==> src/sv/assert_macros.svh <==
// Assertion helpers for the top-level RTL file
`ifndef ASSERT_MACROS_SVH
`define ASSERT_MACROS_SVH

// Check an implication on every rising clk edge outside reset
`define ASSERT_CLK(label, prop, msg) \
  label: assert property (@(posedge clk) disable iff (!rst_n) prop) else $error(msg);

// Check an implication on every rising clk edge, reset included
`define ASSERT_ALWAYS(label, prop, msg) \
  label: assert property (@(posedge clk) prop) else $error(msg);

`endif

==> src/sv/hhb_pkg.sv <==
package hhb_pkg;

  localparam int HUE_BIN_COUNT = 180;
  localparam int COUNT_BITS    = 20;
  localparam int QUEUE_DEPTH   = 2;
  localparam int REG_BITS      = 12;
  localparam int CFG_IDX_BITS  = 3;
  localparam logic [7:0] MIN_SAT_VAL = 8'd30;

  // Item kinds
  localparam logic [1:0] KIND_CLEAR  = 2'd0;
  localparam logic [1:0] KIND_TRAIN  = 2'd1;
  localparam logic [1:0] KIND_LOOKUP = 2'd2;

  // Register indexes
  localparam logic [CFG_IDX_BITS-1:0] REG_FRAME_WIDTH   = 3'd0;
  localparam logic [CFG_IDX_BITS-1:0] REG_FRAME_HEIGHT  = 3'd1;
  localparam logic [CFG_IDX_BITS-1:0] REG_WINDOW_LEFT   = 3'd2;
  localparam logic [CFG_IDX_BITS-1:0] REG_WINDOW_TOP    = 3'd3;
  localparam logic [CFG_IDX_BITS-1:0] REG_WINDOW_WIDTH  = 3'd4;
  localparam logic [CFG_IDX_BITS-1:0] REG_WINDOW_HEIGHT = 3'd5;

  typedef struct packed {
    logic [REG_BITS-1:0] frame_width;
    logic [REG_BITS-1:0] frame_height;
    logic [REG_BITS-1:0] window_left;
    logic [REG_BITS-1:0] window_top;
    logic [REG_BITS-1:0] window_width;
    logic [REG_BITS-1:0] window_height;
  } cfg_t;

  // Classified item handed from front to back
  typedef struct packed {
    logic [1:0] kind;
    logic [7:0] hue;
    logic [7:0] sat;
    logic [7:0] val;
    logic       qual;
  } item_t;

  typedef struct packed {
    logic full;
    logic empty;
  } qstat_t;

  typedef enum logic [1:0] {F_IDLE, F_PREP, F_DIV, F_PUSH} front_state_t;
  typedef enum logic [1:0] {B_IDLE, B_READ, B_WDIV, B_OUT} back_state_t;

endpackage

==> src/sv/hhb_queue.sv <==
module hhb_queue (
  input  logic            clk,
  input  logic            rst_n,
  input  logic            push,
  input  hhb_pkg::item_t  push_item,
  input  logic            pop,
  output hhb_pkg::item_t  head,
  output hhb_pkg::qstat_t qstat
);

  localparam int PW = (hhb_pkg::QUEUE_DEPTH > 1) ? $clog2(hhb_pkg::QUEUE_DEPTH) : 1;
  localparam int NW = $clog2(hhb_pkg::QUEUE_DEPTH + 1);

  hhb_pkg::item_t entry_r [hhb_pkg::QUEUE_DEPTH];
  logic [PW-1:0] wptr_r, rptr_r;
  logic [NW-1:0] cnt_r;

  // Advance pointers and occupancy
  always_ff @(posedge clk) begin
    if (!rst_n) begin
      wptr_r <= '0;
      rptr_r <= '0;
      cnt_r  <= '0;
    end else begin
      if (push) begin
        wptr_r <= (wptr_r == PW'(hhb_pkg::QUEUE_DEPTH - 1)) ? '0 : wptr_r + PW'(1);
      end
      if (pop) begin
        rptr_r <= (rptr_r == PW'(hhb_pkg::QUEUE_DEPTH - 1)) ? '0 : rptr_r + PW'(1);
      end
      if (push && !pop)      cnt_r <= cnt_r + NW'(1);
      else if (pop && !push) cnt_r <= cnt_r - NW'(1);
    end
  end

  always_ff @(posedge clk) begin
    if (push) entry_r[wptr_r] <= push_item;
  end

  assign head        = entry_r[rptr_r];
  assign qstat.full  = (cnt_r == NW'(hhb_pkg::QUEUE_DEPTH));
  assign qstat.empty = (cnt_r == '0);

endmodule

==> config.mk <==
export PLATFORM = sky130hd
export DESIGN_NAME = hhb_queue
export DESIGN_NICKNAME = d
export VERILOG_FILES = /design/src/sv/assert_macros.svh /design/src/sv/hhb_pkg.sv /design/src/sv/hhb_queue.sv
export SDC_FILE = /design/constraint.sdc
export NUM_CORES = 1
export LEC_CHECK = 0
export BUFFER_PORTS_ARGS = -buffer_cell sky130_fd_sc_hd__buf_4
export CAP_MARGIN = 5
export CORE_MARGIN = 4
export CORE_UTILIZATION = 35
export DETAILED_ROUTE_END_ITERATION = 16
export GPL_TIMING_DRIVEN = 0
export SYNTH_ARGS = -nofsm -noshare
export SYNTH_HDL_FRONTEND = slang
export SYNTH_SLANG_ARGS = --single-unit
==> constraint.sdc <==
create_clock -name clk -period 2.4 [get_ports clk]
set_clock_uncertainty 0.15 [all_clocks]
set_input_delay 0 -clock clk [delete_from_list [all_inputs] [get_ports clk]]
set_output_delay 0 -clock clk [all_outputs]
set_load 0.01 [all_outputs]
==> impl_results.md <==
* Clock Path Buffers at 2
* Antenna Violating Nets Remaining at 0
* Unrepaired setup endpoints after global routing: false
* Worst path max stage delay at between 0.3 and 0.4 ns
* Clk_lat worst skew at 0.32 ns
* Layout Utilization at 55.44%
* Cell Pwr Density at between 700 and 800 mW/mm²
* Worst-path fanout max at 10
* Bufs and invs on worst path at 3
* Max-cap violations at 0
* Final setup fails at 0
* IO Port Bufs at 59
* Layout cell share with drive strength beyond 1 at between 40% and 50%
* Worst Setup End Kind: output port
* Hold wc startpoint: push_item[0]
* Number of global-route vias before repair at about 1.4k
* Io pins at 60
* Vias at 1252
* WP data required at roughly 2.3 ns
* CTS root buf: clkbuf_8
* Avg Cell Area, Syn at approximately 20 µm²
* Routed length on met2 at ~2200 µm
* Hold Crit Class: primary input to register
* Arr. time, crit path at 1.58 ns
* Worst slew margin at 46.56%
* Max IR drop VDD at 0.0005047 V
* Routed vias/inst at between 4 and 5
* Cell variety after synth at 17
* Fmax achieved at between 500 and 600 MHz
* Synthesized net count at 138
* Routed WL at a little over 4000 µm
* H-tree depth at 3
* Family with the most delay on the worst path: buffers and inverters
* Most frequent cell on the critical path: buf_4
* Diode count at 0
* Leakage at ~0.0013 µW
* # DRC at 0
* First-pass GRT wire length at 6555 µm
* Power Total at around 2600 µW
* DIE AREA at between 0.007 and 0.008 mm²
* Fin crit share at 72.07%
* Die width at 86.64 µm
* Sequential area share after synthesis at between 70 and 80%
* Crit start category: register
* Syn-to-layout area delta at 52.54%
* Most frequent cells in the layout: buf_4 (61), edfxtp_1 (54), dlygate4sd3_1 (31)
* Status: finished, final reports clean
* Antenna violations before repair at 0
* Crit Path Category: register to output port
* Die height at 86.64 µm
* Slew at the pin closest to its max-slew limit at around 0.8 ns
* Highest Signal Layer: met4
* CTS tree: done
* Total congestion overflow at 0
* Clk sinks at 59
* Metal-1 WL at between 1500 and 2000 µm
* Yosys Warn Count at 0
* Reg-to-Reg Start: wptr_r
* Initial Utilization at 36.34%
* Total Neg Setup Slack at 0 ns
* Std cell rows at 28
* Routed len/inst at 14.27 µm
* Synthesized area at 0.002165 mm²
* Slowest-stage cell, CP: mux2_2
* Post-CTS setup buffers at 0
* Nets@finish at 241
* Inserted Clock Buffers at 9
* DP HPWL at roughly 2700 µm
* Overall Global Routing Usage at 12.08%
* Drt pass-1 iters at 4
* Fin. max-slew vios at 0
* Worst-path clk slew at 0.07 ns
* Cell count after synthesis at around 110
* Fin crit period at 1.730 ns
* Wire length on met3 at 258 µm
* Worst-path cell chain: buf_2, buf_4, mux2_2, buf_4
* Core area at 0.005956 mm²
* Final hold vios at 0
* Largest net degree at the start of global routing at 28
* Placer Congestion at between 0.7 and 0.8
* Commonest non-fill, non-tap cell in the layout: buf_4
* Initial DRC Count at 36
* Number of synthesized register bits at 59
[synthesized netlist by cell type]
library cell / number / area, µm²
edfxtp_1: 54 / 1622
mux2_2: 27 / 304.0
dfxtp_1: 5 / 100.1
and2_1: 4 / 25.02
buf_4: 2 / 15.01
nor2b_1: 2 / 12.51
xor2_1: 2 / 17.52
a21boi_1: 1 / 7.510
and2b_2: 1 / 8.760
buf_2: 1 / 5.000
ha_1: 1 / 12.51
inv_1: 1 / 3.750
nor2_1: 1 / 3.750
o21a_1: 1 / 7.510
o21ai_0: 1 / 5.000
or3_1: 1 / 6.260
xnor2_1: 1 / 8.760
[sequential cells by signal (all words and copies together) (netlist names), named ones only]
name / cells
cnt_r: 2
entry_r: 54
rptr_r: 1
wptr_r: 1
[per-stage QoR]
stage	hold WS, ns	instances	setup slack [ns]	instance area [µm²]
after CTS	0.2277	288	0.4301	3274
after floorplan	-0.05113	106	0.2765	2165
final	0.2535	289	0.6702	3302
after global placement	0.03571	240	-0.3957	2701
after detailed placement	0.03914	241	0.4359	2731
after global routing	0.2364	289	0.5735	3302
[layout make-up]
cell class / instances / area [µm²]
Buffer: 3 / 20.02
Clock buffer: 11 / 131.4
Clock inverter: 5 / 101.3
Fill cell: 485 / 2654
Inverter: 1 / 3.754
Multi-Input combinational cell: 43 / 421.7
Sequential cell: 59 / 1722
Tap cell: 75 / 93.84
Timing Repair Buffer: 92 / 808.3
[where the power goes]
part           switching (µW)  internal (µW)
Combinational             137            206
Sequential               17.2           1180
Clock                     357            687
[worst reg2reg max path, cell delays in order (launching register included)]
cell,delay (ns)
dfxtp_1,0.33
nor2b_2,0.64
buf_16,0.23
[cell families (layout without fill, tap and decap cells)]
family                   after synthesis  in the layout  share of synthesized area, %
adder cells (fa/ha/maj)                1              1                        0.5779
multiplexers                          27             27                         14.05
XOR/XNOR                               3              3                         1.214
AND/OR/NAND/NOR                        9              9                         2.601
flip-flops                            59             59                         79.54
AO/OA/AOI/OAI                          3              3                        0.9249
buffers and inverters                  4            112                         1.098
[routing by layer]
layer	up-vias	track usage (%)
met4	0	7.224
met1	591	13.35
li1	613	-
met3	5	3.707
met2	43	20.38
met5	-	0
[worst paths after layout]
path	cells past startpoint	slack, ns	end
max reg2reg	2	0.75	entry_r[0][17]
min	2	0.25	entry_r[0][0]
min reg2reg	2	0.39	cnt_r[1]
max	4	0.67	head[13]
[timing repair]
action / in CTS / in global routing
hold buffers: 31 / 0
resized for setup: 0 / 0
hold endpoints to repair: 59 / 0
(Power assumes the default switching activity.)
