==> src/sv/assert_macros.svh <==
// Assertion helpers for the top-level RTL file
`ifndef ASSERT_MACROS_SVH
`define ASSERT_MACROS_SVH

// Check an implication on every rising clk edge outside reset
`define ASSERT_CLK(label, prop, msg) \
  label: assert property (@(posedge clk) disable iff (!rst_n) prop) else $error(msg);

// Check an implication on every rising clk edge, reset included
`define ASSERT_ALWAYS(label, prop, msg) \
  label: assert property (@(posedge clk) prop) else $error(msg);

`endif

==> src/sv/hhb_pkg.sv <==
package hhb_pkg;

  localparam int HUE_BIN_COUNT = 180;
  localparam int COUNT_BITS    = 20;
  localparam int QUEUE_DEPTH   = 2;
  localparam int REG_BITS      = 12;
  localparam int CFG_IDX_BITS  = 3;
  localparam logic [7:0] MIN_SAT_VAL = 8'd30;

  // Item kinds
  localparam logic [1:0] KIND_CLEAR  = 2'd0;
  localparam logic [1:0] KIND_TRAIN  = 2'd1;
  localparam logic [1:0] KIND_LOOKUP = 2'd2;

  // Register indexes
  localparam logic [CFG_IDX_BITS-1:0] REG_FRAME_WIDTH   = 3'd0;
  localparam logic [CFG_IDX_BITS-1:0] REG_FRAME_HEIGHT  = 3'd1;
  localparam logic [CFG_IDX_BITS-1:0] REG_WINDOW_LEFT   = 3'd2;
  localparam logic [CFG_IDX_BITS-1:0] REG_WINDOW_TOP    = 3'd3;
  localparam logic [CFG_IDX_BITS-1:0] REG_WINDOW_WIDTH  = 3'd4;
  localparam logic [CFG_IDX_BITS-1:0] REG_WINDOW_HEIGHT = 3'd5;

  typedef struct packed {
    logic [REG_BITS-1:0] frame_width;
    logic [REG_BITS-1:0] frame_height;
    logic [REG_BITS-1:0] window_left;
    logic [REG_BITS-1:0] window_top;
    logic [REG_BITS-1:0] window_width;
    logic [REG_BITS-1:0] window_height;
  } cfg_t;

  // Classified item handed from front to back
  typedef struct packed {
    logic [1:0] kind;
    logic [7:0] hue;
    logic [7:0] sat;
    logic [7:0] val;
    logic       qual;
  } item_t;

  typedef struct packed {
    logic full;
    logic empty;
  } qstat_t;

  typedef enum logic [1:0] {F_IDLE, F_PREP, F_DIV, F_PUSH} front_state_t;
  typedef enum logic [1:0] {B_IDLE, B_READ, B_WDIV, B_OUT} back_state_t;

endpackage

==> src/sv/hhb_ram.sv <==
module hhb_ram #(
  parameter int WIDTH = 8,
  parameter int DEPTH = 16
) (
  input  logic                     clk,
  input  logic                     we,
  input  logic [$clog2(DEPTH)-1:0] waddr,
  input  logic [WIDTH-1:0]         wdata,
  input  logic [$clog2(DEPTH)-1:0] raddr,
  output logic [WIDTH-1:0]         rdata
);

  logic [WIDTH-1:0] mem [DEPTH];
  logic [WIDTH-1:0] rdata_r;

  // Write port and registered read port
  always_ff @(posedge clk) begin
    if (we) begin
      mem[waddr] <= wdata;
    end
    rdata_r <= mem[raddr];
  end

  assign rdata = rdata_r;

endmodule

==> src/sv/hhb_div.sv <==
module hhb_div #(
  parameter int DW = 8,
  parameter int QW = 8
) (
  input  logic             clk,
  input  logic             rst_n,
  input  logic             start,
  input  logic [DW+QW-1:0] numer,
  input  logic [DW-1:0]    denom,
  output logic             done,
  output logic [QW-1:0]    quot
);

  localparam int CW = $clog2(QW + 1);

  logic          busy_r;
  logic          done_r;
  logic [CW-1:0] cnt_r;
  logic [DW-1:0] rem_r;
  logic [QW-1:0] low_r;
  logic [DW-1:0] den_r;
  logic [DW:0]   trial;
  logic [DW:0]   sub;
  logic          ge;

  // One restoring step per cycle
  assign trial = {rem_r, low_r[QW-1]};
  assign ge    = trial >= {1'b0, den_r};
  assign sub   = trial - {1'b0, den_r};

  always_ff @(posedge clk) begin
    if (!rst_n) begin
      busy_r <= 1'b0;
      done_r <= 1'b0;
      cnt_r  <= '0;
    end else begin
      done_r <= 1'b0;
      if (start) begin
        busy_r <= 1'b1;
        cnt_r  <= '0;
      end else if (busy_r) begin
        cnt_r <= cnt_r + CW'(1);
        if (cnt_r == CW'(QW - 1)) begin
          busy_r <= 1'b0;
          done_r <= 1'b1;
        end
      end
    end
  end

  // Shift quotient bits in as the dividend bits move out
  always_ff @(posedge clk) begin
    if (start) begin
      rem_r <= numer[DW+QW-1:QW];
      low_r <= numer[QW-1:0];
      den_r <= denom;
    end else if (busy_r) begin
      rem_r <= ge ? sub[DW-1:0] : trial[DW-1:0];
      low_r <= {low_r[QW-2:0], ge};
    end
  end

  assign done = done_r;
  assign quot = low_r;

endmodule

==> src/sv/hhb_back.sv <==
module hhb_back #(
  parameter int HUE_BIN_COUNT = hhb_pkg::HUE_BIN_COUNT,
  parameter int COUNT_BITS    = hhb_pkg::COUNT_BITS
) (
  input  logic            clk,
  input  logic            rst_n,
  input  hhb_pkg::item_t  head,
  input  hhb_pkg::qstat_t qstat,
  output logic            pop,
  output logic            out_valid,
  input  logic            out_ready,
  output logic [15:0]     out_weight,
  output logic [7:0]      out_hue,
  output logic [7:0]      out_saturation,
  output logic [7:0]      out_brightness,
  output logic            out_counted,
  output logic            out_histogram_empty
);

  localparam int HW = $clog2(HUE_BIN_COUNT);

  hhb_pkg::back_state_t state_r, state_nxt;

  logic [HUE_BIN_COUNT-1:0] vld_r;
  logic [COUNT_BITS-1:0]    peak_r;
  hhb_pkg::item_t           item_r;
  logic                     bin_vld_r;
  logic [15:0]              weight_r;
  logic                     counted_r;

  logic [COUNT_BITS-1:0]    rdata, count, inc;
  logic                     we;
  logic                     wdiv_start, wdiv_done;
  logic [COUNT_BITS+15:0]   wnum;
  logic [15:0]              wq;

  hhb_ram #(.WIDTH(COUNT_BITS), .DEPTH(HUE_BIN_COUNT)) u_bins (
    .clk(clk), .we(we), .waddr(item_r.hue[HW-1:0]), .wdata(inc),
    .raddr(head.hue[HW-1:0]), .rdata(rdata)
  );

  // A bin not written since the last clear reads as zero
  assign count = bin_vld_r ? rdata : '0;
  assign inc   = count + COUNT_BITS'(1);
  assign we    = (state_r == hhb_pkg::B_READ) && (item_r.kind == hhb_pkg::KIND_TRAIN) &&
                 item_r.qual && (count != '1);
  assign wnum  = {count, 16'd0} - {16'd0, count};

  hhb_div #(.DW(COUNT_BITS), .QW(16)) u_weight_div (
    .clk(clk), .rst_n(rst_n), .start(wdiv_start), .numer(wnum), .denom(peak_r),
    .done(wdiv_done), .quot(wq)
  );

  always_ff @(posedge clk) begin
    if (!rst_n) state_r <= hhb_pkg::B_IDLE;
    else        state_r <= state_nxt;
  end

  // Next state and handshake
  always_comb begin
    state_nxt  = state_r;
    pop        = 1'b0;
    wdiv_start = 1'b0;
    out_valid  = 1'b0;
    case (state_r)
      hhb_pkg::B_IDLE: begin
        if (!qstat.empty) begin
          pop = 1'b1;
          if (head.kind == hhb_pkg::KIND_TRAIN || head.kind == hhb_pkg::KIND_LOOKUP) begin
            state_nxt = hhb_pkg::B_READ;
          end else begin
            state_nxt = hhb_pkg::B_OUT;
          end
        end
      end
      hhb_pkg::B_READ: begin
        if (item_r.kind == hhb_pkg::KIND_LOOKUP && peak_r != '0) begin
          wdiv_start = 1'b1;
          state_nxt  = hhb_pkg::B_WDIV;
        end else begin
          state_nxt = hhb_pkg::B_OUT;
        end
      end
      hhb_pkg::B_WDIV: begin
        if (wdiv_done) state_nxt = hhb_pkg::B_OUT;
      end
      hhb_pkg::B_OUT: begin
        out_valid = 1'b1;
        if (out_ready) state_nxt = hhb_pkg::B_IDLE;
      end
      default: state_nxt = hhb_pkg::B_IDLE;
    endcase
  end

  // Histogram control state
  always_ff @(posedge clk) begin
    if (!rst_n) begin
      vld_r  <= '0;
      peak_r <= '0;
    end else begin
      if (pop && head.kind == hhb_pkg::KIND_CLEAR) begin
        vld_r  <= '0;
        peak_r <= '0;
      end
      if (we) begin
        vld_r[item_r.hue[HW-1:0]] <= 1'b1;
        if (inc > peak_r) peak_r <= inc;
      end
    end
  end

  // Result fields
  always_ff @(posedge clk) begin
    if (pop) begin
      item_r    <= head;
      bin_vld_r <= vld_r[head.hue[HW-1:0]];
      weight_r  <= 16'd0;
      counted_r <= 1'b0;
    end
    if (we) counted_r <= 1'b1;
    if (state_r == hhb_pkg::B_WDIV && wdiv_done) weight_r <= wq;
  end

  assign out_weight          = weight_r;
  assign out_hue             = item_r.hue;
  assign out_saturation      = item_r.sat;
  assign out_brightness      = item_r.val;
  assign out_counted         = counted_r;
  assign out_histogram_empty = (peak_r == '0);

endmodule

==> config.mk <==
export PLATFORM = sky130hd
export DESIGN_NAME = hhb_back
export DESIGN_NICKNAME = d
export VERILOG_FILES = /design/src/sv/assert_macros.svh /design/src/sv/hhb_pkg.sv /design/src/sv/hhb_ram.sv /design/src/sv/hhb_div.sv /design/src/sv/hhb_back.sv
export SDC_FILE = /design/constraint.sdc
export NUM_CORES = 2
export LEC_CHECK = 0
export ABC_AREA = 1
export BUFFER_PORTS_ARGS = -buffer_cell sky130_fd_sc_hd__buf_4
export CAP_MARGIN = 20
export CORE_MARGIN = 2
export CORE_UTILIZATION = 47
export CTS_CLUSTER_DIAMETER = 40
export DETAILED_ROUTE_END_ITERATION = 16
export PLACE_DENSITY = 0.61
export SLEW_MARGIN = 20
export SYNTH_ARGS = -nofsm -noshare
export SYNTH_HDL_FRONTEND = slang
export SYNTH_HIERARCHICAL = 1
export SYNTH_SLANG_ARGS = --single-unit
==> constraint.sdc <==
create_clock -name clk -period 10.74 [get_ports clk]
set_input_delay 1.611 -clock clk [delete_from_list [all_inputs] [get_ports clk]]
set_output_delay 1.611 -clock clk [all_outputs]
set_load 0.005 [all_outputs]
==> metrics.txt <==
status=finished, final reports clean; max-cap violation count=0; Peak VDD IR=158 uV; total track usage=25.8%; Hold Crit Class=flip-flop to flip-flop; worst-path maximum fanout=101; crit path kind=flip-flop to flip-flop; crit path DAT=7.04 ns; DRT iter0 DRCs=12.2k; count of final hold-check violations=0; Lkg Pwr=65.9 nW; CP endpoint kind=flip-flop; Final Wtd Congestion=0.878; antenna viol nets, final=0; Worst-Margin Slew=1.24 ns; CORE AREA=345,000 um^2; layout cells sized above 1=10.1%; Setup Skew=0.0562 ns; Initial Util=47.1%; global-route wire length before repair=674,000 um; I/O pin cnt=76; Detailed Place HPWL=240,000 um; P&R area growth vs syn=13.7%; DRC=0; slowest cell on the critical path=nand3_2; final worst path period need=6.18 ns; CTS tree=done; Overflow after GRT=0; CP peak stage delay=0.65 ns; post-route setup slack=4.56 ns; Seq/Total Area, Yosys=71.1%; fmax=0.162 GHz; cell family with most CP delay=simple AND/OR/NAND/NOR gates; commonest non-fill, non-tap cell in the layout=nand2_1; std cell rows=216; Max transition margin=17.0%; postcts setup bufs=0; synthesized net count=14.5k; EDFF count, synth=3,700; Placement Setup Slack=4.60 ns; CP Cell Sequence=buf_4 > nand2_8 > inv_2 > ha_1 > inv_1 > nor3_2 > nand2_2 > xor2_1 > clkinv_4 > ha_1 > nand2_1 > nor2_1 > nand2_1 > nor3_1 > nand4_1 > nand3_2 > nand2_1 > nand2_1 > nor2_1; die footprint=351,000 um^2; CTS Sinks=3,930; hold buffers post-CTS=0; Async S/R FF share, synth=0%; Synth cell types=46; Via-to-Cell Ratio=5.69; WP data required=11.60 ns; Buf+Inv Stages, Crit Path=4; flops & latches, synth=3,930; DR pass1 iterations=6; dominant synthesized flop cell=edfxtp_1; width of the die=592 um; vias in the first global route=102k; RSZ-0062 raised after global routing=false; Avg Cell Area, Syn=11.3 um^2; Fillers=29.0k; die span in y=592 um; Routed WL=462,000 um; final setup fails=0; H-tree depth=6; largest net degree at the start of global routing=184; most frequent CP cell=nand2_1; yosys warns=6; total negative slack=0 ns; # nets final=14.4k; Synth Instances=14.4k; Startpoint Class=flip-flop; period utilisation layout=57.5%; Syn Std Cell Area=163,000 um^2; Clock Latency Late Sink=1.04 ns; CTS clk-pin slew, worst paths=0.06 ns; clock buffer count from CTS=522; CTS root buf=clkbuf_16; port bufs=74; most frequent cells in the layout=nand2_1 (4,048), edfxtp_1 (3,700), nand3_1 (3,272), nor2_1 (555), clkbuf_16 (541); WL/cell=24.0 um; initial antenna violation count=11; routed vias=110k; Slew Limit Fails=0; PostCTS Resize Cnt=0; clock buffer depth=4; power density of the placed cells=204 nW/um^2
[through the flow]
stage | utilization, % | hold WS [ns] | total power, mW | cell area [um^2] | std cells
finish | 53.6 | 0.459 | 37.7 | 185000 | 19300
global route | 53.6 | 0.468 | 38.8 | 185000 | 19300
CTS | 53.5 | 0.455 | 37.9 | 185000 | 19300
detailed placement | 48.6 | 0.452 | 21.0 | 168000 | 18400
global placement | 48.6 | 0.448 | 21.0 | 168000 | 18400
floorplan | - | 0.430 | 19.7 | 163000 | 14400
[Yosys cell counts, types with 4 or more instances]
| cell | number | share of area, % |
|---|---|---|
| o22ai_1 | 44 | 0.17 |
| clkbuf_1 | 401 | 0.93 |
| o21ai_0 | 343 | 1.1 |
| xor2_1 | 42 | 0.23 |
| nor3_1 | 15 | 0.046 |
| nand2_1 | 4066 | 9.4 |
| buf_2 | 297 | 0.91 |
| nor2_1 | 745 | 1.7 |
| or2_2 | 5 | 0.019 |
| nor4_1 | 5 | 0.019 |
| nand3_2 | 7 | 0.043 |
| nand2_4 | 4 | 0.028 |
| a31oi_1 | 4 | 0.015 |
| nand4_1 | 32 | 0.12 |
| dfxtp_1 | 230 | 2.8 |
| nor2_2 | 7 | 0.027 |
| o221ai_1 | 43 | 0.23 |
| nand3b_1 | 26 | 0.12 |
| xnor2_1 | 9 | 0.048 |
| edfxtp_1 | 3700 | 68 |
| a21oi_1 | 281 | 0.86 |
| o211ai_1 | 50 | 0.23 |
| buf_6 | 21 | 0.15 |
| inv_2 | 17 | 0.039 |
| buf_1 | 112 | 0.26 |
| buf_4 | 141 | 0.65 |
| o31ai_1 | 14 | 0.065 |
| o21ai_1 | 23 | 0.071 |
| nor2_4 | 4 | 0.028 |
| nand3_1 | 3272 | 10 |
| ha_1 | 53 | 0.41 |
| inv_1 | 317 | 0.73 |
| clkinv_1 | 5 | 0.012 |
| nand2_2 | 18 | 0.069 |
[kinds of logic after synthesis]
kind of cell,synth area share (%)
AO/OA/AOI/OAI,2.77
XOR/XNOR,0.275
adder cells (fa/ha/maj),0.420
buffers and inverters,3.70
flip-flops,71.1
AND/OR/NAND/NOR,21.7
[state kept, by name, summed over array words and instances, names as in the netlist, 5 cells and up]
| signal | count |
|---|---|
| u_bins/rdata | 20 |
| vld_r | 180 |
| u_weight_div/cnt_r | 5 |
| peak_r | 20 |
| out_weight | 16 |
| u_weight_div/quot | 16 |
| u_weight_div/den_r | 20 |
| u_bins/mem | 3600 |
| out_saturation | 8 |
| out_hue | 8 |
| u_weight_div/rem_r | 20 |
| out_brightness | 8 |
[power by group]
part | leakage (nW) | switching (mW) | internal [mW] | total (mW)
Combinational | 21.9 | 2.63 | 0.662 | 3.29
Sequential | 35.7 | 0.0717 | 17.4 | 17.5
Clock | 8.28 | 6.59 | 10.4 | 17.0
Total | 65.9 | 9.29 | 28.4 | 37.7
[cell type report]
cell class	instances	area [um^2]	share of cell area (%)
sequential	3930	116000	62.5
timing repair buffer	385	3300	1.78
antenna	10	25.0	0.0135
clock inverter	320	3270	1.77
tap	4578	5730	3.10
multi-input combinational	9131	41800	22.6
clock buffer	609	13800	7.47
inverter	340	1390	0.752
[worst paths after layout]
kind	from	slack [ns]	to	cells after the start
max	bin_vld_r$_DFFE_PP_	4.56	peak_r[7]$_SDFF_PN0_	19
min	peak_r[8]$_SDFF_PN0_	0.46	u_weight_div/den_r[8]$_DFFE_PP_	0
max reg2reg	bin_vld_r$_DFFE_PP_	4.56	peak_r[7]$_SDFF_PN0_	19
min reg2reg	peak_r[8]$_SDFF_PN0_	0.46	u_weight_div/den_r[8]$_DFFE_PP_	0
[metal layers]
layer | wire (um) | track usage (%) | vias to the layer above
met5 | 39 | 0 | -
met4 | 17600 | 10.1 | 4
met3 | 38900 | 4.17 | 788
met2 | 215000 | 40.9 | 4576
met1 | 191000 | 35.7 | 53800
li1 | - | - | 50600
(Power assumes the default switching activity.)
