==> config.mk <==
export PLATFORM = sky130hd
export DESIGN_NAME = hhb_front
export DESIGN_NICKNAME = d
export VERILOG_FILES = /design/src/sv/assert_macros.svh /design/src/sv/hhb_pkg.sv /design/src/sv/hhb_div.sv /design/src/sv/hhb_front.sv
export SDC_FILE = /design/constraint.sdc
export NUM_CORES = 1
export LEC_CHECK = 0
export BUFFER_PORTS_ARGS = -buffer_cell sky130_fd_sc_hd__clkbuf_2
export CORE_ASPECT_RATIO = 0.6
export CORE_MARGIN = 2
export CORE_UTILIZATION = 40
export DETAILED_ROUTE_END_ITERATION = 8
export GPL_TIMING_DRIVEN = 0
export PLACE_DENSITY_LB_ADDON = 0.08
export SYNTH_ARGS = -nofsm -noshare
export SYNTH_HDL_FRONTEND = slang
export SYNTH_HIERARCHICAL = 1
export SYNTH_SLANG_ARGS = --single-unit
==> constraint.sdc <==
create_clock -name clk -period 14.1 [get_ports clk]
set_clock_uncertainty 0.1 [all_clocks]
set_input_delay 1.41 -clock clk [delete_from_list [all_inputs] [get_ports clk]]
set_output_delay 1.41 -clock clk [all_outputs]
set_load 0.03 [all_outputs]
==> src/sv/assert_macros.svh <==
// Assertion helpers for the top-level RTL file
`ifndef ASSERT_MACROS_SVH
`define ASSERT_MACROS_SVH

// Check an implication on every rising clk edge outside reset
`define ASSERT_CLK(label, prop, msg) \
  label: assert property (@(posedge clk) disable iff (!rst_n) prop) else $error(msg);

// Check an implication on every rising clk edge, reset included
`define ASSERT_ALWAYS(label, prop, msg) \
  label: assert property (@(posedge clk) prop) else $error(msg);

`endif

==> src/sv/hhb_pkg.sv <==
package hhb_pkg;

  localparam int HUE_BIN_COUNT = 180;
  localparam int COUNT_BITS    = 20;
  localparam int QUEUE_DEPTH   = 2;
  localparam int REG_BITS      = 12;
  localparam int CFG_IDX_BITS  = 3;
  localparam logic [7:0] MIN_SAT_VAL = 8'd30;

  // Item kinds
  localparam logic [1:0] KIND_CLEAR  = 2'd0;
  localparam logic [1:0] KIND_TRAIN  = 2'd1;
  localparam logic [1:0] KIND_LOOKUP = 2'd2;

  // Register indexes
  localparam logic [CFG_IDX_BITS-1:0] REG_FRAME_WIDTH   = 3'd0;
  localparam logic [CFG_IDX_BITS-1:0] REG_FRAME_HEIGHT  = 3'd1;
  localparam logic [CFG_IDX_BITS-1:0] REG_WINDOW_LEFT   = 3'd2;
  localparam logic [CFG_IDX_BITS-1:0] REG_WINDOW_TOP    = 3'd3;
  localparam logic [CFG_IDX_BITS-1:0] REG_WINDOW_WIDTH  = 3'd4;
  localparam logic [CFG_IDX_BITS-1:0] REG_WINDOW_HEIGHT = 3'd5;

  typedef struct packed {
    logic [REG_BITS-1:0] frame_width;
    logic [REG_BITS-1:0] frame_height;
    logic [REG_BITS-1:0] window_left;
    logic [REG_BITS-1:0] window_top;
    logic [REG_BITS-1:0] window_width;
    logic [REG_BITS-1:0] window_height;
  } cfg_t;

  // Classified item handed from front to back
  typedef struct packed {
    logic [1:0] kind;
    logic [7:0] hue;
    logic [7:0] sat;
    logic [7:0] val;
    logic       qual;
  } item_t;

  typedef struct packed {
    logic full;
    logic empty;
  } qstat_t;

  typedef enum logic [1:0] {F_IDLE, F_PREP, F_DIV, F_PUSH} front_state_t;
  typedef enum logic [1:0] {B_IDLE, B_READ, B_WDIV, B_OUT} back_state_t;

endpackage

==> src/sv/hhb_div.sv <==
module hhb_div #(
  parameter int DW = 8,
  parameter int QW = 8
) (
  input  logic             clk,
  input  logic             rst_n,
  input  logic             start,
  input  logic [DW+QW-1:0] numer,
  input  logic [DW-1:0]    denom,
  output logic             done,
  output logic [QW-1:0]    quot
);

  localparam int CW = $clog2(QW + 1);

  logic          busy_r;
  logic          done_r;
  logic [CW-1:0] cnt_r;
  logic [DW-1:0] rem_r;
  logic [QW-1:0] low_r;
  logic [DW-1:0] den_r;
  logic [DW:0]   trial;
  logic [DW:0]   sub;
  logic          ge;

  // One restoring step per cycle
  assign trial = {rem_r, low_r[QW-1]};
  assign ge    = trial >= {1'b0, den_r};
  assign sub   = trial - {1'b0, den_r};

  always_ff @(posedge clk) begin
    if (!rst_n) begin
      busy_r <= 1'b0;
      done_r <= 1'b0;
      cnt_r  <= '0;
    end else begin
      done_r <= 1'b0;
      if (start) begin
        busy_r <= 1'b1;
        cnt_r  <= '0;
      end else if (busy_r) begin
        cnt_r <= cnt_r + CW'(1);
        if (cnt_r == CW'(QW - 1)) begin
          busy_r <= 1'b0;
          done_r <= 1'b1;
        end
      end
    end
  end

  // Shift quotient bits in as the dividend bits move out
  always_ff @(posedge clk) begin
    if (start) begin
      rem_r <= numer[DW+QW-1:QW];
      low_r <= numer[QW-1:0];
      den_r <= denom;
    end else if (busy_r) begin
      rem_r <= ge ? sub[DW-1:0] : trial[DW-1:0];
      low_r <= {low_r[QW-2:0], ge};
    end
  end

  assign done = done_r;
  assign quot = low_r;

endmodule

==> src/sv/hhb_front.sv <==
module hhb_front (
  input  logic                  clk,
  input  logic                  rst_n,
  input  hhb_pkg::cfg_t         cfg,
  input  logic                  in_valid,
  output logic                  in_ready,
  input  logic [1:0]            in_kind,
  input  logic [11:0]           in_pixel_x,
  input  logic [11:0]           in_pixel_y,
  input  logic [7:0]            in_red,
  input  logic [7:0]            in_green,
  input  logic [7:0]            in_blue,
  input  hhb_pkg::qstat_t       qstat,
  output logic                  push,
  output hhb_pkg::item_t        push_item
);

  hhb_pkg::front_state_t state_r, state_nxt;

  logic [1:0]  kind_r;
  logic [11:0] px_r, py_r;
  logic [7:0]  r_r, g_r, b_r;
  logic        win_r, dz_r, mz_r;
  hhb_pkg::item_t item_r;

  logic [7:0]  mx, mn, diff;
  logic [15:0] d16, hnum, snum;
  logic [12:0] xe, ye;
  logic        win;
  logic        start;
  logic        hdone, sdone;
  logic [7:0]  hq, sq;
  logic [7:0]  hue_v, sat_v;

  // Max, min, hue and saturation numerators from the held pixel
  always_comb begin
    mx = r_r;
    mn = r_r;
    if (g_r > mx) mx = g_r;
    if (b_r > mx) mx = b_r;
    if (g_r < mn) mn = g_r;
    if (b_r < mn) mn = b_r;
    diff = mx - mn;
    d16  = {8'd0, diff};
    if (mx == r_r) begin
      if (g_r >= b_r) hnum = 16'd30 * {8'd0, g_r - b_r};
      else            hnum = 16'd180 * d16 - 16'd30 * {8'd0, b_r - g_r};
    end else if (mx == g_r) begin
      if (b_r >= r_r) hnum = 16'd60 * d16 + 16'd30 * {8'd0, b_r - r_r};
      else            hnum = 16'd60 * d16 - 16'd30 * {8'd0, r_r - b_r};
    end else begin
      if (r_r >= g_r) hnum = 16'd120 * d16 + 16'd30 * {8'd0, r_r - g_r};
      else            hnum = 16'd120 * d16 - 16'd30 * {8'd0, g_r - r_r};
    end
    snum = {diff, 8'd0} - d16;
  end

  // Window test, sums kept one bit wider
  assign xe  = {1'b0, cfg.window_left} + {1'b0, cfg.window_width};
  assign ye  = {1'b0, cfg.window_top} + {1'b0, cfg.window_height};
  assign win = (px_r < cfg.frame_width) && (py_r < cfg.frame_height) &&
               (px_r >= cfg.window_left) && ({1'b0, px_r} < xe) &&
               (py_r >= cfg.window_top) && ({1'b0, py_r} < ye);

  hhb_div #(.DW(8), .QW(8)) u_hue_div (
    .clk(clk), .rst_n(rst_n), .start(start), .numer(hnum), .denom(diff),
    .done(hdone), .quot(hq)
  );

  hhb_div #(.DW(8), .QW(8)) u_sat_div (
    .clk(clk), .rst_n(rst_n), .start(start), .numer(snum), .denom(mx),
    .done(sdone), .quot(sq)
  );

  assign hue_v = dz_r ? 8'd0 : hq;
  assign sat_v = mz_r ? 8'd0 : sq;

  always_ff @(posedge clk) begin
    if (!rst_n) state_r <= hhb_pkg::F_IDLE;
    else        state_r <= state_nxt;
  end

  // Next state and handshake
  always_comb begin
    state_nxt = state_r;
    in_ready  = 1'b0;
    start     = 1'b0;
    push      = 1'b0;
    case (state_r)
      hhb_pkg::F_IDLE: begin
        in_ready = 1'b1;
        if (in_valid) state_nxt = hhb_pkg::F_PREP;
      end
      hhb_pkg::F_PREP: begin
        start     = 1'b1;
        state_nxt = hhb_pkg::F_DIV;
      end
      hhb_pkg::F_DIV: begin
        if (hdone && sdone) state_nxt = hhb_pkg::F_PUSH;
      end
      hhb_pkg::F_PUSH: begin
        push = !qstat.full;
        if (!qstat.full) state_nxt = hhb_pkg::F_IDLE;
      end
      default: state_nxt = hhb_pkg::F_IDLE;
    endcase
  end

  // Hold the item through classification
  always_ff @(posedge clk) begin
    if (state_r == hhb_pkg::F_IDLE && in_valid) begin
      kind_r <= in_kind;
      px_r   <= in_pixel_x;
      py_r   <= in_pixel_y;
      r_r    <= in_red;
      g_r    <= in_green;
      b_r    <= in_blue;
    end
    if (state_r == hhb_pkg::F_PREP) begin
      win_r <= win;
      dz_r  <= (diff == 8'd0);
      mz_r  <= (mx == 8'd0);
      item_r.val <= mx;
    end
    if (state_r == hhb_pkg::F_DIV && hdone) begin
      item_r.kind <= kind_r;
      item_r.hue  <= hue_v;
      item_r.sat  <= sat_v;
      item_r.qual <= win_r && (sat_v >= hhb_pkg::MIN_SAT_VAL) &&
                     (item_r.val >= hhb_pkg::MIN_SAT_VAL);
    end
  end

  assign push_item = item_r;

endmodule

==> results of run 1 <==
-- layer usage --
metal	global-route usage	wire length (microns)
met1	0.364	33200
met2	0.296	22000
met3	0.0353	3020
met5	0	0
met4	0.0336	484
-- area by class of cell --
| cell class | instances | area, sq um | share of cell area |
|---|---|---|---|
| timing repair buffer | 155 | 791 | 0.0340 |
| clock buffer | 17 | 425 | 0.0183 |
| sequential | 142 | 4120 | 0.177 |
| tap | 693 | 867 | 0.0373 |
| clock inverter | 15 | 139 | 0.00598 |
| buffer | 37 | 166 | 0.00716 |
| inverter | 374 | 1410 | 0.0605 |
| multi-input combinational | 1713 | 15300 | 0.659 |
-- cell families (layout without fill, tap and decap cells) --
| logic type | Yosys count | count (layout) | synth area share |
|---|---|---|---|
| buffers and inverters | 411 | 598 | 0.0749 |
| adder cells (fa/ha/maj) | 476 | 476 | 0.322 |
| AND/OR/NAND/NOR | 381 | 381 | 0.0933 |
| AO/OA/AOI/OAI | 564 | 564 | 0.183 |
| XOR/XNOR | 215 | 215 | 0.0932 |
| multiplexers | 76 | 76 | 0.0378 |
| other | 1 | 1 | 0.000179 |
| flip-flops | 142 | 142 | 0.196 |
-- worst register-to-register path: cells and delay by family (launching register included) --
kind / cells / cell delay [ns]
xor+xnor: 2 / 1.19
simple gates: 11 / 1.94
buf+inv: 6 / 1.21
flops: 1 / 0.64
compound gates: 15 / 3.41
fa+ha+maj: 8 / 3.21
mux: 2 / 0.58
-- path summary, 6_finish.rpt --
path	from	to	slack [ns]	cells past startpoint
worst max-delay path	r_r[1]	u_hue_div/rem_r[7]	1.56	44
worst min-delay path	kind_r[1]	push_item[26]	0.32	0
worst max register to register	r_r[1]	u_hue_div/rem_r[7]	1.56	44
worst min register to register	kind_r[1]	push_item[26]	0.32	0
-- stage by stage --
stage | cells | setup slack [ns]
floorplan | 2266 | 4.13
global placement | 3113 | 1.71
detailed placement | 3114 | 1.69
CTS | 3146 | 1.67
global route | 3146 | 0.814
finish | 3146 | 1.56
-- Yosys cell counts (6+ instances only) --
| master | instances |
|---|---|
| xor2_1 | 57 |
| nor4_1 | 10 |
| a21oi_1 | 166 |
| nand4_1 | 16 |
| and2_1 | 10 |
| ha_1 | 366 |
| nand2_1 | 82 |
| mux2_2 | 21 |
| buf_2 | 12 |
| inv_1 | 371 |
| mux2i_1 | 52 |
| dfxtp_1 | 14 |
| fa_1 | 107 |
| a211oi_1 | 9 |
| o21ai_0 | 98 |
| a31oi_1 | 12 |
| o21a_1 | 14 |
| a311oi_1 | 6 |
| a21o_1 | 96 |
| xnor2_1 | 153 |
| nand2b_1 | 33 |
| o31ai_1 | 6 |
| o21ai_1 | 7 |
| or3_1 | 10 |
| clkbuf_1 | 22 |
| nand3_1 | 29 |
| o211ai_1 | 8 |
| o21bai_1 | 54 |
| nor2b_1 | 43 |
| a21boi_0 | 13 |
| nor3_1 | 8 |
| nor2_1 | 97 |
| edfxtp_1 | 128 |
| and3_1 | 7 |
==> run metrics, run 1 <==
first-pass GRT wire length 92.5 mm; Req. time, crit path 14.20 ns; final slew viol count 0; Fillers 5026; commonest non-fill, non-tap cell in the layout inv_1; final wirelength 58.8 mm; DIE AREA 0.0544 sq mm; normalized max-slew margin 0.0834; Fmax 0.0798 GHz; initial antenna violation count 3; Skew-Pair Late Insertion Delay 0.47 ns; Worst Hold Class reg2reg; Largest register FFs 27; post-synth net total 2866; Mean Syn Cell Area 9.27 sq um; Total Neg Setup Slack 0 ns; Max-Cap Viols 0; CP Max Fanout 10; Pre-Repair DR Iteration Count 6; # rows 64; final setup vio count 0; Unique masters post-synth 100; Die Ht 181 microns; largest net degree at the start of global routing 35; Yosys top cell area share 0.218; Clock Sinks 142; post-layout min period 12.54 ns; clock buffer depth 2; top cell family by delay on the critical path compound AO/OA/AOI/OAI gates; Least-Margin Pin Slew 1.37 ns; via count 16300; area leader, netlist ha_1; CP endpoint kind register; core box area 0.0514 sq mm; WL per Instance 18.7 microns; sequential fraction of the synthesis area 0.196; Num CTS Buffers 17; Hold Buf Count CTS 0; Total GRT Usage 0.221; I/O Pins 156; Syn Std Cell Area 0.0210 sq mm; Synth area leaders ha_1 22%, edfxtp_1 18%, fa_1 10%; WP data arrival 12.64 ns; status completed; nets 3040; CP bufs+invs 6; Gate Count Post-Synth 2266; diodes inserted 0; # Post-CTS Setup Buffers 0; final worst-path cycle share 0.889; layout cells sized above 1 0.114; PortBufs 154; Slowest-stage cell, CP xor2_1; FFs w/ async S/R, synth 0; Post-synth EDFFs 128; sum of net half-perimeters after detailed placement 50.3 mm; routability cong. 0.923; Crit Path Category reg2reg; P&R area growth vs syn 10.6%; Vias per Instance 5.19; startpoint types register; vias in the first global route 16100; CTS clk-pin slew, worst paths 0.06 ns; Hold Violations, Final 0; CTS root buf clkbuf_16; post-route ant nets 0; DP Area 0.0227 sq mm; Yosys Warn Count 6; die span in x 300 microns; RSZ-0062 raised after global routing no; # DRC 0; Iter 0 DRT Violations 1246; Post-CTS Resized 0; hold slack final 0.320 ns; Initial Util 0.409; gr ovfl total 0; flops & latches, synth 142; CTS tree built; final core occ 0.452; highest-count cells in the layout ignoring fill and taps 371 x inv_1, 365 x ha_1, 166 x a21oi_1; Final Cell Area 0.0232 sq mm; CTS H-tree lvls 4; Worst path max stage delay 1.06 ns; ys flop type edfxtp_1
Power of run 1 is not shown: default switching activity piles up to over one toggle a cycle in this logic, so the estimate is an artifact.
==> run 2, diff against run 1 <==
- PLACE_DENSITY_LB_ADDON: 0.08 -> unset
==> run 2 against run 1 <==
- critical path depth did not move
- design area grew 0.15%
- hold slack improved by 0.0041 ns
==> run metrics, run 2 (same netlist as run 1, synthesis figures left out) <==
status completed; Die Ht 181 microns; Vias per Instance 5.26; DP Area 0.0227 sq mm; Sequential cell area 0.00412 sq mm; final setup vio count 0; initial antenna violation count 2; placed cells 3114; normalized max-slew margin 0.121; Crit Path Category reg2reg; layout cells sized above 1 0.115; sum of net half-perimeters after detailed placement 48.0 mm; met2 Usage GRT 0.291; post-layout min period 12.55 ns; hold slack final 0.324 ns; Hold Violations, Final 0; CTS root buf clkbuf_16; clock buffer depth 2; Fmax 0.0797 GHz; Final Cell Area 0.0233 sq mm; diodes inserted 0; Clock Sinks 142; PortBufs 154; via count 16500; I/O Pins 156; RSZ-0062 raised after global routing no; WP data arrival 12.66 ns; Hold Buf Count CTS 0; core box area 0.0514 sq mm; final slew viol count 0; Total Neg Setup Slack 0 ns; GR Util met3 0.0579; vias in the first global route 16600; # rows 64; Num CTS Buffers 17; CTS clk-pin slew, worst paths 0.07 ns; first-pass GRT wire length 90.0 mm; busiest layer in global routing met1; footprint of the multi-input gates 0.0153 sq mm; Skew-Pair Late Insertion Delay 0.47 ns; Iter 0 DRT Violations 1342; CTS tree built; die span in x 300 microns; DIE AREA 0.0544 sq mm; Global Route met1 Usage 0.326; Req. time, crit path 14.21 ns; # Post-CTS Setup Buffers 0; CP Max Fanout 10; final worst-path cycle share 0.890; CP endpoint kind register; Worst path max stage delay 1.03 ns; Slowest-stage cell, CP xor2_1; post-route ant nets 0; largest net degree at the start of global routing 37; # DRC 0; final wirelength 56.4 mm; Total GRT Usage 0.212; Initial Util 0.409; highest-count cells in the layout ignoring fill and taps 371 x inv_1, 365 x ha_1, 166 x a21oi_1; CTS H-tree lvls 4; Worst Hold Class reg2reg; P&R area growth vs syn 10.8%; routability cong. 0.957; Largest register FFs 27; gr ovfl total 0; Max-Cap Viols 0; Pre-Repair DR Iteration Count 6; Least-Margin Pin Slew 1.31 ns; WL per Instance 17.9 microns; Post-CTS Resized 0; nets 3040; Final Non-Filler Cells 3146; Fillers 4975; commonest non-fill, non-tap cell in the layout inv_1; startpoint types register
run 2: cell count changes in the layout (fill, tap and decap cells not counted), sizes merged:
cell	change
clkinv	-5
clkinvlp	+1
inv	+4
run 2: worst paths after layout:
| kind | start | end | slack (ns) | cells past startpoint |
|---|---|---|---|---|
| setup / recovery | r_r[1] | u_hue_div/rem_r[7] | 1.55 | 44 |
| hold / removal | kind_r[0] | push_item[25] | 0.32 | 0 |
| setup reg to reg | r_r[1] | u_hue_div/rem_r[7] | 1.55 | 44 |
| hold reg to reg | kind_r[0] | push_item[25] | 0.32 | 0 |
run 2: layer usage:
metal | wire (microns) | share of wire | up-vias
met5 | 0 | 0 | -
met4 | 584 | 0.010 | 0
met3 | 4480 | 0.080 | 46
met2 | 21500 | 0.38 | 450
met1 | 29800 | 0.53 | 7846
li1 | - | - | 8203
run 2: area by class of cell:
class | instances | area share
clock inverter | 15 | 0.00742
multi-input combinational | 1713 | 0.658
inverter | 374 | 0.0604
sequential | 142 | 0.177
tap | 693 | 0.0373
buffer | 37 | 0.00715
clock buffer | 17 | 0.0183
timing repair buffer | 155 | 0.0340
run 2: critical path: cells and delay by family (launching register included):
kind / cells / cell delay (ns)
DFF: 1 / 0.63
xor gates and xnor gates: 2 / 1.15
and+or+nand+nor: 11 / 1.92
muxes: 2 / 0.64
buffers and inverters: 6 / 1.19
adders and majority gates: 8 / 3.23
AOI/OAI and AO/OA: 15 / 3.39
run 2: stage by stage:
stage,setup WS [ns],util
after floorplan,4.13,-
after global placement,1.98,0.440
after detailed placement,1.83,0.441
after CTS,1.79,0.452
after global routing,0.855,0.453
final,1.55,0.453
Power of run 2 is left out for the same reason.
